--- config.mk ---
export PLATFORM = sky130hd
export DESIGN_NAME = dsec_back
export DESIGN_NICKNAME = d
export VERILOG_FILES = /design/src/hdl/dsec_pkg.sv /design/src/hdl/dsec_back.sv
export SDC_FILE = /design/constraint.sdc
export NUM_CORES = 1
export LEC_CHECK = 0
export CAP_MARGIN = 40
export CORE_ASPECT_RATIO = 2
export CORE_UTILIZATION = 55
export DETAILED_ROUTE_END_ITERATION = 12
export DONT_BUFFER_PORTS = 1
export GPL_ROUTABILITY_DRIVEN = 1
export GPL_TIMING_DRIVEN = 0
export PLACE_DENSITY = 0.7
export RECOVER_POWER = 25
export SYNTH_ARGS = -nofsm -noshare
export SYNTH_HDL_FRONTEND = slang
export SYNTH_SLANG_ARGS = --single-unit
export TNS_END_PERCENT = 1
--- constraint.sdc ---
create_clock -name i_clk -period 7.9 [get_ports i_clk]
set_input_delay 0.395 -clock i_clk [delete_from_list [all_inputs] [get_ports i_clk]]
set_output_delay 0.395 -clock i_clk [all_outputs]
set_load 0.03 [all_outputs]
--- src/hdl/dsec_pkg.sv ---
// Shared types, constants and the low-S bound table for the DER signature checker.
package dsec_pkg;

    localparam logic [7:0] TAG_SEQUENCE = 8'h30;
    localparam logic [7:0] TAG_INTEGER  = 8'h02;
    localparam logic [7:0] HASH_MASK    = 8'h1F;
    localparam int unsigned MIN_DER_LENGTH = 8;
    localparam int unsigned MAX_S_LENGTH   = 32;
    localparam int unsigned QUEUE_DEPTH    = 4;
    localparam int unsigned QUEUE_AW       = $clog2(QUEUE_DEPTH);

    localparam logic [255:0] S_BOUND =
        256'h7FFFFFFFFFFFFFFFFFFFFFFFFFFFFFFF5D576E7357A4501DDFE92F46681B20A0;

    localparam int unsigned REG_AW = 4;

    typedef enum logic [1:0] {
        REG_DER_STRICT  = 2'd0,
        REG_LOW_S       = 2'd1,
        REG_STRICT_HASH = 2'd2,
        REG_UNUSED      = 2'd3
    } t_reg_index;

    typedef enum logic [1:0] {
        KIND_DATA  = 2'd0,
        KIND_FINAL = 2'd1,
        KIND_EMPTY = 2'd2
    } t_kind;

    typedef enum logic [1:0] {
        CMP_EQUAL   = 2'd0,
        CMP_LESS    = 2'd1,
        CMP_GREATER = 2'd2
    } t_cmp;

    typedef enum logic [1:0] {
        FAIL_NONE = 2'd0,
        FAIL_DER  = 2'd1,
        FAIL_HIGH = 2'd2,
        FAIL_HASH = 2'd3
    } t_fail;

    typedef struct packed {
        logic [7:0] data;
        t_kind      kind;
    } t_word;

    typedef struct packed {
        logic der_strict;
        logic low_s_required;
        logic strict_hash_type;
    } t_cfg;

    function automatic logic [7:0] s_bound_byte(input logic [4:0] idx);
        logic [4:0] rev;
        rev = 5'd31 - idx;
        return S_BOUND[{rev, 3'b000} +: 8];
    endfunction

endpackage

--- src/hdl/dsec_back.sv ---
// Signature checker: walks the DER structure, compares S and issues the verdict.
module dsec_back
    import dsec_pkg::*;
#(
    parameter int unsigned MAX_DER_LENGTH = 72
) (
    input  logic       i_clk,
    input  logic       i_rst_n,
    input  t_cfg       i_cfg,
    input  logic       i_valid,
    input  t_word      i_word,
    output logic       o_pop,
    output logic       m_axis_tvalid,
    input  logic       m_axis_tready,
    output logic [7:0] m_axis_tdata
);

    localparam int unsigned CW = $clog2(MAX_DER_LENGTH + 1);

    logic [CW-1:0] r_count;
    logic [7:0]    r_declared;
    logic [7:0]    r_rlen;
    logic [7:0]    r_slen;
    logic [7:0]    r_first;
    logic          r_der_err;
    t_cmp          r_cmp;
    logic          r_out_valid;
    logic          r_accepted;
    t_fail         r_fail;

    logic [CW-1:0] n_count;
    logic [7:0]    n_declared;
    logic [7:0]    n_rlen;
    logic [7:0]    n_slen;
    logic [7:0]    n_first;
    logic          n_der_err;
    t_cmp          n_cmp;
    logic          n_accepted;
    t_fail         n_fail;

    logic [9:0] pos;
    logic [9:0] rlen_x;
    logic [9:0] slen_x;
    logic [9:0] j;
    logic [7:0] b;
    logic [7:0] h;
    logic [7:0] hash_base;
    logic       out_free;
    logic       makes_result;
    logic       der_ok;
    logic       take;

    assign b        = i_word.data;
    assign pos      = 10'(r_count);
    assign rlen_x   = {2'b00, r_rlen};
    assign slen_x   = {2'b00, r_slen};
    assign j        = pos - rlen_x - 10'd6;
    assign h        = s_bound_byte(5'(j - slen_x));
    assign out_free = !r_out_valid || m_axis_tready;
    assign makes_result = (i_word.kind != KIND_DATA);
    assign o_pop    = i_valid && (!makes_result || out_free);
    assign take     = o_pop && (i_word.kind == KIND_DATA);
    assign hash_base = b & HASH_MASK;

    assign der_ok = !r_der_err
        && (pos >= 10'(MIN_DER_LENGTH))
        && (pos <= 10'(MAX_DER_LENGTH))
        && ({2'b00, r_declared} + 10'd2 == pos)
        && ({2'b00, r_declared} == rlen_x + slen_x + 10'd4)
        && (rlen_x + slen_x + 10'd6 == pos);

    always_comb begin
        n_count    = r_count;
        n_declared = r_declared;
        n_rlen     = r_rlen;
        n_slen     = r_slen;
        n_first    = r_first;
        n_der_err  = r_der_err;
        n_cmp      = r_cmp;
        if (r_count >= CW'(MAX_DER_LENGTH)) begin
            n_der_err = 1'b1;
        end else begin
            n_count = r_count + 1'b1;
            priority if (pos == 10'd0) begin
                if (b != TAG_SEQUENCE) n_der_err = 1'b1;
            end else if (pos == 10'd1) begin
                n_declared = b;
            end else if (pos == 10'd2) begin
                if (b != TAG_INTEGER) n_der_err = 1'b1;
            end else if (pos == 10'd3) begin
                n_rlen = b;
                if (b == 8'd0) n_der_err = 1'b1;
            end else if (pos == rlen_x + 10'd4) begin
                if (b != TAG_INTEGER) n_der_err = 1'b1;
            end else if (pos == rlen_x + 10'd5) begin
                n_slen = b;
                if (b == 8'd0) n_der_err = 1'b1;
            end else if (pos < rlen_x + 10'd4) begin
                if (pos == 10'd4) begin
                    if (b[7]) n_der_err = 1'b1;
                    n_first = b;
                end else if (pos == 10'd5 && r_rlen > 8'd1) begin
                    if (r_first == 8'd0 && !b[7]) n_der_err = 1'b1;
                end
            end else begin
                if (j == 10'd0) begin
                    if (b[7]) n_der_err = 1'b1;
                    n_first = b;
                end else if (j == 10'd1 && r_slen > 8'd1) begin
                    if (r_first == 8'd0 && !b[7]) n_der_err = 1'b1;
                end
                if (j < slen_x && slen_x <= 10'(MAX_S_LENGTH) && r_cmp == CMP_EQUAL) begin
                    if (b < h) begin
                        n_cmp = CMP_LESS;
                    end else if (b > h) begin
                        n_cmp = CMP_GREATER;
                    end
                end
            end
        end
    end

    always_comb begin
        n_accepted = 1'b1;
        n_fail     = FAIL_NONE;
        priority if (i_word.kind == KIND_EMPTY) begin
            n_accepted = 1'b1;
            n_fail     = FAIL_NONE;
        end else if ((i_cfg.der_strict || i_cfg.low_s_required) && !der_ok) begin
            n_accepted = 1'b0;
            n_fail     = FAIL_DER;
        end else if (i_cfg.low_s_required
                     && (slen_x > 10'(MAX_S_LENGTH) || r_cmp == CMP_GREATER)) begin
            n_accepted = 1'b0;
            n_fail     = FAIL_HIGH;
        end else if (i_cfg.strict_hash_type
                     && (hash_base < 8'd1 || hash_base > 8'd3)) begin
            n_accepted = 1'b0;
            n_fail     = FAIL_HASH;
        end
    end

    always_ff @(posedge i_clk) begin
        if (!i_rst_n) begin
            r_count    <= '0;
            r_declared <= '0;
            r_rlen     <= '0;
            r_slen     <= '0;
            r_first    <= '0;
            r_der_err  <= 1'b0;
            r_cmp      <= CMP_EQUAL;
        end else if (o_pop) begin
            if (take) begin
                r_count    <= n_count;
                r_declared <= n_declared;
                r_rlen     <= n_rlen;
                r_slen     <= n_slen;
                r_first    <= n_first;
                r_der_err  <= n_der_err;
                r_cmp      <= n_cmp;
            end else begin
                r_count    <= '0;
                r_declared <= '0;
                r_rlen     <= '0;
                r_slen     <= '0;
                r_first    <= '0;
                r_der_err  <= 1'b0;
                r_cmp      <= CMP_EQUAL;
            end
        end
    end

    always_ff @(posedge i_clk) begin
        if (!i_rst_n) begin
            r_out_valid <= 1'b0;
        end else if (out_free) begin
            r_out_valid <= o_pop && makes_result;
        end
    end

    always_ff @(posedge i_clk) begin
        if (o_pop && makes_result) begin
            r_accepted <= n_accepted;
            r_fail     <= n_fail;
        end
    end

    assign m_axis_tvalid = r_out_valid;
    assign m_axis_tdata  = {5'b00000, r_fail, r_accepted};

`ifndef SYNTHESIS
    a_count_bound: assert property (@(posedge i_clk) disable iff (!i_rst_n)
        r_count <= CW'(MAX_DER_LENGTH))
        else $error("byte count beyond maximum length");
    a_verdict: assert property (@(posedge i_clk) disable iff (!i_rst_n)
        r_out_valid |-> (r_accepted == (r_fail == FAIL_NONE)))
        else $error("verdict and failure code disagree");
    a_clear: assert property (@(posedge i_clk) disable iff (!i_rst_n)
        (o_pop && makes_result) |=> (r_count == '0 && r_cmp == CMP_EQUAL && !r_der_err))
        else $error("signature state not cleared after verdict");
    a_no_overwrite: assert property (@(posedge i_clk) disable iff (!i_rst_n)
        (r_out_valid && !m_axis_tready) |-> !(o_pop && makes_result))
        else $error("verdict issued while output held");
`endif

endmodule

==> report_table.html, run 1 <==
<table>
<tr><th>Metric</th><th>Value</th></tr>
<tr><th colspan="2">Global routing</th></tr>
<tr><td>Antenna violations before repair</td><td>0</td></tr>
<tr><td>First-pass GRT wire length</td><td>24,000 um</td></tr>
<tr><td>Grt total ovfl</td><td>0</td></tr>
<tr><td>Overall track demand over capacity in global routing</td><td>32.0%</td></tr>
<tr><td>Maximum number of pins on one net before global-route repair</td><td>14</td></tr>
<tr><td>Via count of the first global-routing pass</td><td>5,016</td></tr>
<tr><th colspan="2">Logic synthesis</th></tr>
<tr><td>Total standard cell area after synthesis</td><td>0.00507 mm2</td></tr>
<tr><td>Post-synth ARST share</td><td>0%</td></tr>
<tr><td>Sequential cell area fraction in the yosys report</td><td>18.7%</td></tr>
<tr><td>Most area-consuming cells after synthesis</td><td>sky130_fd_sc_hd__dfxtp_1, sky130_fd_sc_hd__ha_1, sky130_fd_sc_hd__nor2_1</td></tr>
<tr><td>Top-area cell type share of the netlist area</td><td>~17%</td></tr>
<tr><td>Commonest cells in the synthesized netlist</td><td>sky130_fd_sc_hd__nor2_1, sky130_fd_sc_hd__ha_1, sky130_fd_sc_hd__nand2_1, sky130_fd_sc_hd__dfxtp_1, sky130_fd_sc_hd__a21oi_1</td></tr>
<tr><td>Mean Syn Cell Area</td><td>between 7 and 8 um2</td></tr>
<tr><td>Synthesized instance count</td><td>665</td></tr>
<tr><td>Warnings from Yosys</td><td>0</td></tr>
<tr><td>Flip-flop and latch count after synthesis</td><td>46</td></tr>
<tr><td>Post-synthesis cell type with the largest combined area</td><td>sky130_fd_sc_hd__dfxtp_1</td></tr>
<tr><td>Post-synth top flop</td><td>sky130_fd_sc_hd__dfxtp_1</td></tr>
<tr><td>Number of enable flip-flop cells after synthesis</td><td>3</td></tr>
<tr><td>Number of distinct library cells after synthesis</td><td>76</td></tr>
<tr><td>Count leader, synth</td><td>sky130_fd_sc_hd__nor2_1</td></tr>
<tr><th colspan="2">Clocking</th></tr>
<tr><td>TritonCTS sink count</td><td>46</td></tr>
<tr><td>CTS max path bufs</td><td>2</td></tr>
<tr><td>Number of buffers added by the clock tree synthesis step</td><td>5</td></tr>
<tr><td>Number of post-CTS setup repair buffers</td><td>0</td></tr>
<tr><td>CTS tree</td><td>yes</td></tr>
<tr><td>Insertion delay to the later sink of the worst-skew pair</td><td>around 0.28 ns</td></tr>
<tr><td>Resized Gates After CTS</td><td>0</td></tr>
<tr><td>Level count of the clock H-tree</td><td>2</td></tr>
<tr><td>Post-CTS clock slew at the launch and capture registers of the worst setup and hold paths</td><td>0.06 ns</td></tr>
<tr><td>Root buffer cell</td><td>sky130_fd_sc_hd__clkbuf_16</td></tr>
<tr><td># hold bufs at CTS</td><td>0</td></tr>
<tr><th colspan="2">Routing</th></tr>
<tr><td>Top sig layer</td><td>met4</td></tr>
<tr><td>Total routed wire length on the met1 layer</td><td>5290 um</td></tr>
<tr><td>Total wire length</td><td>15,400 um</td></tr>
<tr><td>Post-detailed-route wirelength per cell</td><td>around 20 um</td></tr>
<tr><td>Via count</td><td>5,102</td></tr>
<tr><td>WL met3</td><td>around 500 um</td></tr>
<tr><td>Met2 Routed Length</td><td>8540 um</td></tr>
<tr><td>Number of DRC markers after the initial detailed-route iteration</td><td>310</td></tr>
<tr><td>Post-route DRC violation count</td><td>0</td></tr>
<tr><td>DR pass1 iterations</td><td>5</td></tr>
<tr><td>Vias/cell</td><td>6.55</td></tr>
<tr><td>Detail Route Antenna Nets</td><td>0</td></tr>
<tr><th colspan="2">Floorplan</th></tr>
<tr><td>Die width</td><td>69.9 um</td></tr>
<tr><td># rows</td><td>just under 50</td></tr>
<tr><td>Starting Density</td><td>56.7%</td></tr>
<tr><td>Die area</td><td>0.00964 mm2</td></tr>
<tr><td>Core Footprint</td><td>0.00895 mm2</td></tr>
<tr><td>Boundary pin count</td><td>27</td></tr>
<tr><td>Die Ht</td><td>138 um</td></tr>
<tr><th colspan="2">Status</th></tr>
<tr><td>Run status</td><td>finished clean</td></tr>
<tr><th colspan="2">Worst setup path</th></tr>
<tr><td>Kind of cell with the highest combined delay on the critical path</td><td>adder cells</td></tr>
<tr><td>Critical path class</td><td>flip-flop to flip-flop</td></tr>
<tr><td>Slowest cell on the critical path</td><td>sky130_fd_sc_hd__fa_1</td></tr>
<tr><td>Required time of the critical path</td><td>8.07 ns</td></tr>
<tr><td>Minimum setup slack among reg-to-reg paths</td><td>roughly 2.5 ns</td></tr>
<tr><td>Critical path endpoint category</td><td>flip-flop</td></tr>
<tr><td>Cells traversed along the worst timing path</td><td>inv_1 &gt; ha_1 &gt; fa_1 &gt; inv_1 &gt; ha_1 &gt; xnor3_2 &gt; ha_1 &gt; xor2_1 &gt; clkbuf_1 &gt; nand2_1 &gt; a311oi_1 &gt; ha_1 &gt; o21a_1 &gt; o21a_1 &gt; o21ai_0 &gt; nand2b_1 &gt; a21oi_1 &gt; o21ai_0 &gt; o21ai_0 &gt; o31ai_1</td></tr>
<tr><td>Largest fanout of any net on the critical path</td><td>10</td></tr>
<tr><td>Cell repeated most along the worst path</td><td>sky130_fd_sc_hd__ha_1</td></tr>
<tr><td>Total buffers and inverters traversed by the critical path</td><td>3</td></tr>
<tr><td>Startpoint types</td><td>flip-flop</td></tr>
<tr><td>Critical path data arrival time</td><td>~5.6 ns</td></tr>
<tr><td>Largest incremental delay on the critical path</td><td>around 0.62 ns</td></tr>
<tr><th colspan="2">Min path</th></tr>
<tr><td>Path class of the lowest-slack min-delay path</td><td>input pin to flip-flop</td></tr>
<tr><th colspan="2">STA</th></tr>
<tr><td>Achievable frequency</td><td>184 MHz</td></tr>
<tr><td>Final worst path period need</td><td>5.44 ns</td></tr>
<tr><td>Setup total negative slack</td><td>0 ns</td></tr>
<tr><td>Clk_skew</td><td>0.00489 ns</td></tr>
<tr><td>Min setup slack post-route</td><td>around 2.5 ns</td></tr>
<tr><td>Final hold violation count</td><td>0</td></tr>
<tr><td>Final number of max-transition violations</td><td>0</td></tr>
<tr><td>Slew at the pin closest to its max-slew limit</td><td>0.888 ns</td></tr>
<tr><td>Worst relative slew slack</td><td>40.4%</td></tr>
<tr><td>Hold Slack</td><td>0.233 ns</td></tr>
<tr><td>RSZ-0062 raised after global routing</td><td>false</td></tr>
<tr><td>Part of the cycle the worst path needs</td><td>68.9%</td></tr>
<tr><td>Setup Viol. Count Final</td><td>0</td></tr>
<tr><th colspan="2">Placement</th></tr>
<tr><td>Number of buffer cells added on primary ports</td><td>0</td></tr>
<tr><td>Place WS</td><td>between 2 and 3 ns</td></tr>
<tr><td>Detailed Place HPWL</td><td>between 10,000 and 15,000 um</td></tr>
<tr><td>Placed Area</td><td>0.00522 mm2</td></tr>
<tr><td>Placed Instances</td><td>771</td></tr>
<tr><td>Final GP Congestion</td><td>0.973</td></tr>
<tr><th colspan="2">Job</th></tr>
<tr><td>Max-cap violations</td><td>0</td></tr>
<tr><th colspan="2">Pwr</th></tr>
<tr><td>Pwr/cell area</td><td>108 mW/mm2</td></tr>
<tr><td>Leakage Power</td><td>between 2 and 2.5 nW</td></tr>
<tr><td>IR drop worst, VDD</td><td>roughly 0.13 mV</td></tr>
<tr><th colspan="2">Cells and area</th></tr>
<tr><td>Diode insertion count for antenna repair</td><td>0</td></tr>
<tr><td>Post-route cell area</td><td>approximately 0.0054 mm2</td></tr>
<tr><td>Net count of the finished layout</td><td>758</td></tr>
<tr><td>Final std cells w/o fill</td><td>~780</td></tr>
<tr><td>Relative area change from synthesis to final layout</td><td>5.62%</td></tr>
<tr><td>Proportion of layout cells with a drive suffix above 1</td><td>5.91%</td></tr>
</table>
## stage by stage
step / utilization [%] / total power [mW]
finish: 59.9 / 0.577
global route: 59.9 / 0.603
CTS: 59.9 / 0.578
detailed placement: 58.3 / 0.371
global placement: 58.3 / 0.367
floorplan: - / 0.341
## metal layers
metal | up-vias | GRT usage [%]
met5 | - | 0
met4 | 0 | 21.7
met3 | 67 | 2.85
met2 | 188 | 64.3
met1 | 2408 | 29.4
li1 | 2439 | -
## power breakdown
group / internal [mW] / leakage [nW] / switching, mW
combinational: 0.0456 / 1.73 / 0.0778
sequential: 0.238 / 0.375 / 0.00604
clock: 0.125 / 0.0739 / 0.0844
total: 0.409 / 2.18 / 0.168
## cell type report
| cell class | instances | area [um2] |
|---|---|---|
| inverter | 38 | 143 |
| clock buffer | 7 | 143 |
| buffer | 33 | 163 |
| multi-input combinational | 552 | 3830 |
| clock inverter | 1 | 5.00 |
| tap | 102 | 128 |
| sequential | 46 | 951 |
| fill | 886 | 3590 |
## worst register-to-register path: cells and delay by family, from the launching register on
kind	cells	cell delay [ns]
xor+xnor	2	0.77
buf+inv	3	0.67
fa+ha+maj	5	1.85
compound gates	8	1.33
flops	1	0.49
simple gates	2	0.21
## cells in the final DEF, fill, tap and decap left out, types with 21 or more instances in the layout
master                     instances
sky130_fd_sc_hd__xnor2_1          25
sky130_fd_sc_hd__nand2_1          51
sky130_fd_sc_hd__a31oi_1          23
sky130_fd_sc_hd__nand3_1          21
sky130_fd_sc_hd__clkbuf_1         23
sky130_fd_sc_hd__nor2_1           76
sky130_fd_sc_hd__dfxtp_1          43
sky130_fd_sc_hd__nand4_1          23
sky130_fd_sc_hd__a21oi_1          40
sky130_fd_sc_hd__inv_1            36
sky130_fd_sc_hd__ha_1             62
## sequential cells by signal (all words and copies together) (netlist names)
register,flops
r_declared,8
r_first,8
r_rlen,8
r_slen,8
r_count,7
r_cmp,2
r_fail,2
m_axis_tvalid,1
r_accepted,1
r_der_err,1
## worst paths after layout
path / startpoint / to / cells past startpoint
setup reg to reg: r_count[0]$_SDFFE_PN0P_ / r_cmp[1]$_SDFFE_PN0P_ / 20
hold reg to reg: r_first[3]$_SDFFE_PN0P_ / r_first[3]$_SDFFE_PN0P_ / 1
hold / removal: i_word[2] / r_first[0]$_SDFFE_PN0P_ / 1
setup / recovery: r_count[0]$_SDFFE_PN0P_ / r_cmp[1]$_SDFFE_PN0P_ / 20
## logic make-up after synthesis
family	after synthesis	synth area share, %
and+or+nand+nor	254	24.7
AOI/OAI and AO/OA	178	24.8
buffers and inverters	71	6.12
adders and majority gates	65	16.5
xor gates and xnor gates	46	8.24
DFF	46	18.7
muxes	4	0.814
other	1	0.0739
Power figures use the tool's default switching activity.
==> inputs of run 2 (changes only) <==
==> constraint.sdc (replaced) <==
create_clock -name i_clk -period 5.6 [get_ports i_clk]
set_input_delay 0.28 -clock i_clk [delete_from_list [all_inputs] [get_ports i_clk]]
set_output_delay 0.28 -clock i_clk [all_outputs]
set_load 0.03 [all_outputs]
==> run 2 against run 1 <==
Maximum frequency increased by 3.9%; sequential cell count did not move; clock power rose by 40%; sequential share of layout area barely moved; worst hold slack worse by 0.12 ns; register-to-register slack lost 2.1 ns; critical path depth decreased by 1; first-iteration DRC count rose by 12%; largest power group unchanged; combinational power is 42% higher; utilization is 0.098 points higher.
==> report_table.html, run 2 (synthesis gave the netlist of run 1 again) <==
<table>
<tr><th>Metric</th><th>Value</th></tr>
<tr><th colspan="2">Clocking</th></tr>
<tr><td>TritonCTS sink count</td><td>46 (unchanged)</td></tr>
<tr><td>Root buffer cell</td><td>sky130_fd_sc_hd__clkbuf_16</td></tr>
<tr><td>Level count of the clock H-tree</td><td>2 (unchanged)</td></tr>
<tr><td># hold bufs at CTS</td><td>0 (unchanged)</td></tr>
<tr><td>Post-CTS clock slew at the launch and capture registers of the worst setup and hold paths</td><td>0.06 ns (about the same)</td></tr>
<tr><td>CTS max path bufs</td><td>2 (unchanged)</td></tr>
<tr><td>Number of buffers added by the clock tree synthesis step</td><td>5 (unchanged)</td></tr>
<tr><td>CTS tree</td><td>yes</td></tr>
<tr><td>Insertion delay to the later sink of the worst-skew pair</td><td>0.29 ns (about the same)</td></tr>
<tr><th colspan="2">Worst setup path</th></tr>
<tr><td>Critical path depth</td><td>19 (-5.0%)</td></tr>
<tr><td>Kind of cell with the highest combined delay on the critical path</td><td>adder cells</td></tr>
<tr><td>Cells traversed along the worst timing path</td><td>inv_1 &gt; fa_1 &gt; inv_1 &gt; ha_1 &gt; xnor3_2 &gt; ha_1 &gt; xor2_2 &gt; clkbuf_2 &gt; nand2_1 &gt; a311oi_1 &gt; ha_1 &gt; o21a_1 &gt; o21a_1 &gt; o21ai_0 &gt; nand2b_1 &gt; a21oi_1 &gt; o21ai_0 &gt; o21ai_0 &gt; o31ai_1</td></tr>
<tr><td>Largest fanout of any net on the critical path</td><td>10 (unchanged)</td></tr>
<tr><td>Cell count of the worst reg-to-reg path</td><td>19 (-5.0%)</td></tr>
<tr><td>Startpoint types</td><td>flip-flop</td></tr>
<tr><td>Slowest cell on the critical path</td><td>sky130_fd_sc_hd__fa_1</td></tr>
<tr><td>Total buffers and inverters traversed by the critical path</td><td>3 (unchanged)</td></tr>
<tr><td>Critical path data arrival time</td><td>5.41 ns (-0.21 ns)</td></tr>
<tr><td>Critical path class</td><td>flip-flop to flip-flop</td></tr>
<tr><td>Largest incremental delay on the critical path</td><td>0.71 ns (+0.09 ns)</td></tr>
<tr><td>Required time of the critical path</td><td>5.77 ns (-2.30 ns)</td></tr>
<tr><td>Critical path endpoint category</td><td>flip-flop</td></tr>
<tr><th colspan="2">Cells and area</th></tr>
<tr><td>Commonest cells after routing, fill and taps aside</td><td>sky130_fd_sc_hd__nor2_1, sky130_fd_sc_hd__ha_1, sky130_fd_sc_hd__nand2_1</td></tr>
<tr><td>Diode insertion count for antenna repair</td><td>0 (unchanged)</td></tr>
<tr><td>Relative area change from synthesis to final layout</td><td>5.80%</td></tr>
<tr><td>Net count of the finished layout</td><td>758 (unchanged)</td></tr>
<tr><td>Proportion of layout cells with a drive suffix above 1</td><td>6.20% (+0.30 points)</td></tr>
<tr><td>Multi-input gate area</td><td>0.00383 mm2 (+0.20%)</td></tr>
<tr><td>Sequential cell area in the final layout</td><td>951 um2 (unchanged)</td></tr>
<tr><td>Final core utilization</td><td>60.0% (+0.098 points)</td></tr>
<tr><td>Fillers</td><td>884 (-0.23%)</td></tr>
<tr><td>Leading cell type in the layout, fill and taps excluded</td><td>sky130_fd_sc_hd__nor2_1</td></tr>
<tr><th colspan="2">Global routing</th></tr>
<tr><td>Global routing's busiest layer</td><td>met2</td></tr>
<tr><td>Maximum number of pins on one net before global-route repair</td><td>14 (unchanged)</td></tr>
<tr><td>Met3 usage</td><td>2.85% (unchanged)</td></tr>
<tr><td>First-pass GRT wire length</td><td>24,000 um (unchanged)</td></tr>
<tr><td>Overall track demand over capacity in global routing</td><td>32.0% (unchanged)</td></tr>
<tr><td>Met2 Usage GRT</td><td>64.3% (unchanged)</td></tr>
<tr><td>Met1 track demand over resource</td><td>29.4% (unchanged)</td></tr>
<tr><td>Grt total ovfl</td><td>0 (unchanged)</td></tr>
<tr><td>Via count of the first global-routing pass</td><td>5,016 (unchanged)</td></tr>
<tr><td>Antenna violations before repair</td><td>0 (unchanged)</td></tr>
<tr><th colspan="2">STA</th></tr>
<tr><td>Final hold violation count</td><td>0 (unchanged)</td></tr>
<tr><td>RSZ-0062 raised after global routing</td><td>false</td></tr>
<tr><td>Final number of max-transition violations</td><td>0 (unchanged)</td></tr>
<tr><td>Setup total negative slack</td><td>0 ns (unchanged)</td></tr>
<tr><td>Achievable frequency</td><td>191 MHz (+3.9%)</td></tr>
<tr><td>Clk_skew</td><td>0.00581 ns (+0.000922 ns)</td></tr>
<tr><td>Part of the cycle the worst path needs</td><td>93.5% (+25 points)</td></tr>
<tr><td>Setup Viol. Count Final</td><td>0 (unchanged)</td></tr>
<tr><td>Slew at the pin closest to its max-slew limit</td><td>0.913 ns (+0.0247 ns)</td></tr>
<tr><td>Final worst path period need</td><td>5.24 ns (-0.207 ns)</td></tr>
<tr><td>Worst relative slew slack</td><td>38.7% (-1.7 points)</td></tr>
<tr><th colspan="2">Floorplan</th></tr>
<tr><td>Core Footprint</td><td>0.00895 mm2 (unchanged)</td></tr>
<tr><td>Die Ht</td><td>138 um (unchanged)</td></tr>
<tr><td>Die width</td><td>69.9 um (unchanged)</td></tr>
<tr><td>Boundary pin count</td><td>27 (unchanged)</td></tr>
<tr><td>Starting Density</td><td>56.7% (unchanged)</td></tr>
<tr><td>Die area</td><td>0.00964 mm2 (unchanged)</td></tr>
<tr><td># rows</td><td>49 (unchanged)</td></tr>
<tr><th colspan="2">Min path</th></tr>
<tr><td>Path class of the lowest-slack min-delay path</td><td>input pin to flip-flop</td></tr>
<tr><td>Depth of the worst hold-timing path</td><td>1 (unchanged)</td></tr>
<tr><th colspan="2">Job</th></tr>
<tr><td>Max-cap violations</td><td>0 (unchanged)</td></tr>
<tr><th colspan="2">Routing</th></tr>
<tr><td>Post-route DRC violation count</td><td>0 (unchanged)</td></tr>
<tr><td>Total wire length</td><td>15,300 um (-0.28%)</td></tr>
<tr><td>Vias/cell</td><td>6.55 (about the same)</td></tr>
<tr><td>Via count</td><td>5,103 (+0.020%)</td></tr>
<tr><td>Post-detailed-route wirelength per cell</td><td>19.7 um (-0.28%)</td></tr>
<tr><td>DR pass1 iterations</td><td>6 (+1)</td></tr>
<tr><td>Number of DRC markers after the initial detailed-route iteration</td><td>348 (+12%)</td></tr>
<tr><td>Detail Route Antenna Nets</td><td>0 (unchanged)</td></tr>
<tr><th colspan="2">Pwr</th></tr>
<tr><td>IR drop worst, VDD</td><td>0.178 mV (+42%)</td></tr>
<tr><td>Pwr/cell area</td><td>152 mW/mm2 (+41%)</td></tr>
<tr><td>Leakage Power</td><td>2.18 nW (+0.18%)</td></tr>
<tr><th colspan="2">Status</th></tr>
<tr><td>Run status</td><td>finished clean</td></tr>
<tr><th colspan="2">Placement</th></tr>
<tr><td>Final GP Congestion</td><td>0.973 (unchanged)</td></tr>
<tr><td>Number of buffer cells added on primary ports</td><td>0 (unchanged)</td></tr>
<tr><td>Detailed Place HPWL</td><td>12,500 um (unchanged)</td></tr>
</table>
[run 2: path summary, 6_finish.rpt]
check,from,slack (ns),end
worst min-delay path,i_word[3],0.12,r_first[1]$_SDFFE_PN0P_
worst min register to register,r_first[1]$_SDFFE_PN0P_,0.48,r_first[1]$_SDFFE_PN0P_
worst max register to register,r_count[1]$_SDFFE_PN0P_,0.36,r_cmp[1]$_SDFFE_PN0P_
worst max-delay path,r_count[1]$_SDFFE_PN0P_,0.36,r_cmp[1]$_SDFFE_PN0P_
[run 2: final cells by class]
class | count | share of cell area (%)
Buffer | 33 | 3.05
Tap cell | 102 | 2.38
Clock buffer | 7 | 2.66
Multi-Input combinational cell | 552 | 71.4
Inverter | 38 | 2.66
Sequential cell | 46 | 17.7
Clock inverter | 1 | 0.0932
[run 2: through the flow]
step	area, um2	worst slack, ns	total power, mW	hold WS, ns	cells
after floorplan	5090	0.946	0.481	0.405	669
after global placement	5220	0.341	0.518	0.410	771
after detailed placement	5220	0.237	0.523	0.410	771
after CTS	5360	0.221	0.816	0.117	779
after global routing	5370	0.0381	0.851	0.117	779
final	5370	0.364	0.814	0.117	779
[run 2: report_power, final]
part | switching (mW) | internal [mW] | total (mW)
sequential | 0.00855 | 0.335 | 0.344
combinational | 0.110 | 0.0647 | 0.175
clock | 0.119 | 0.177 | 0.295
total | 0.237 | 0.577 | 0.814
[run 2: repair_timing]
item                       4_1_cts  5_1_grt
buffers inserted                 0        0
setup endpoints to repair        0        2
hold endpoints to repair         0        0
gates resized for setup          0        3
[run 2: routing by layer]
metal	routed length (um)	vias up
met1	5250	2432
met4	1060	0
met3	501	71
met5	0	-
met2	8530	159
li1	-	2441
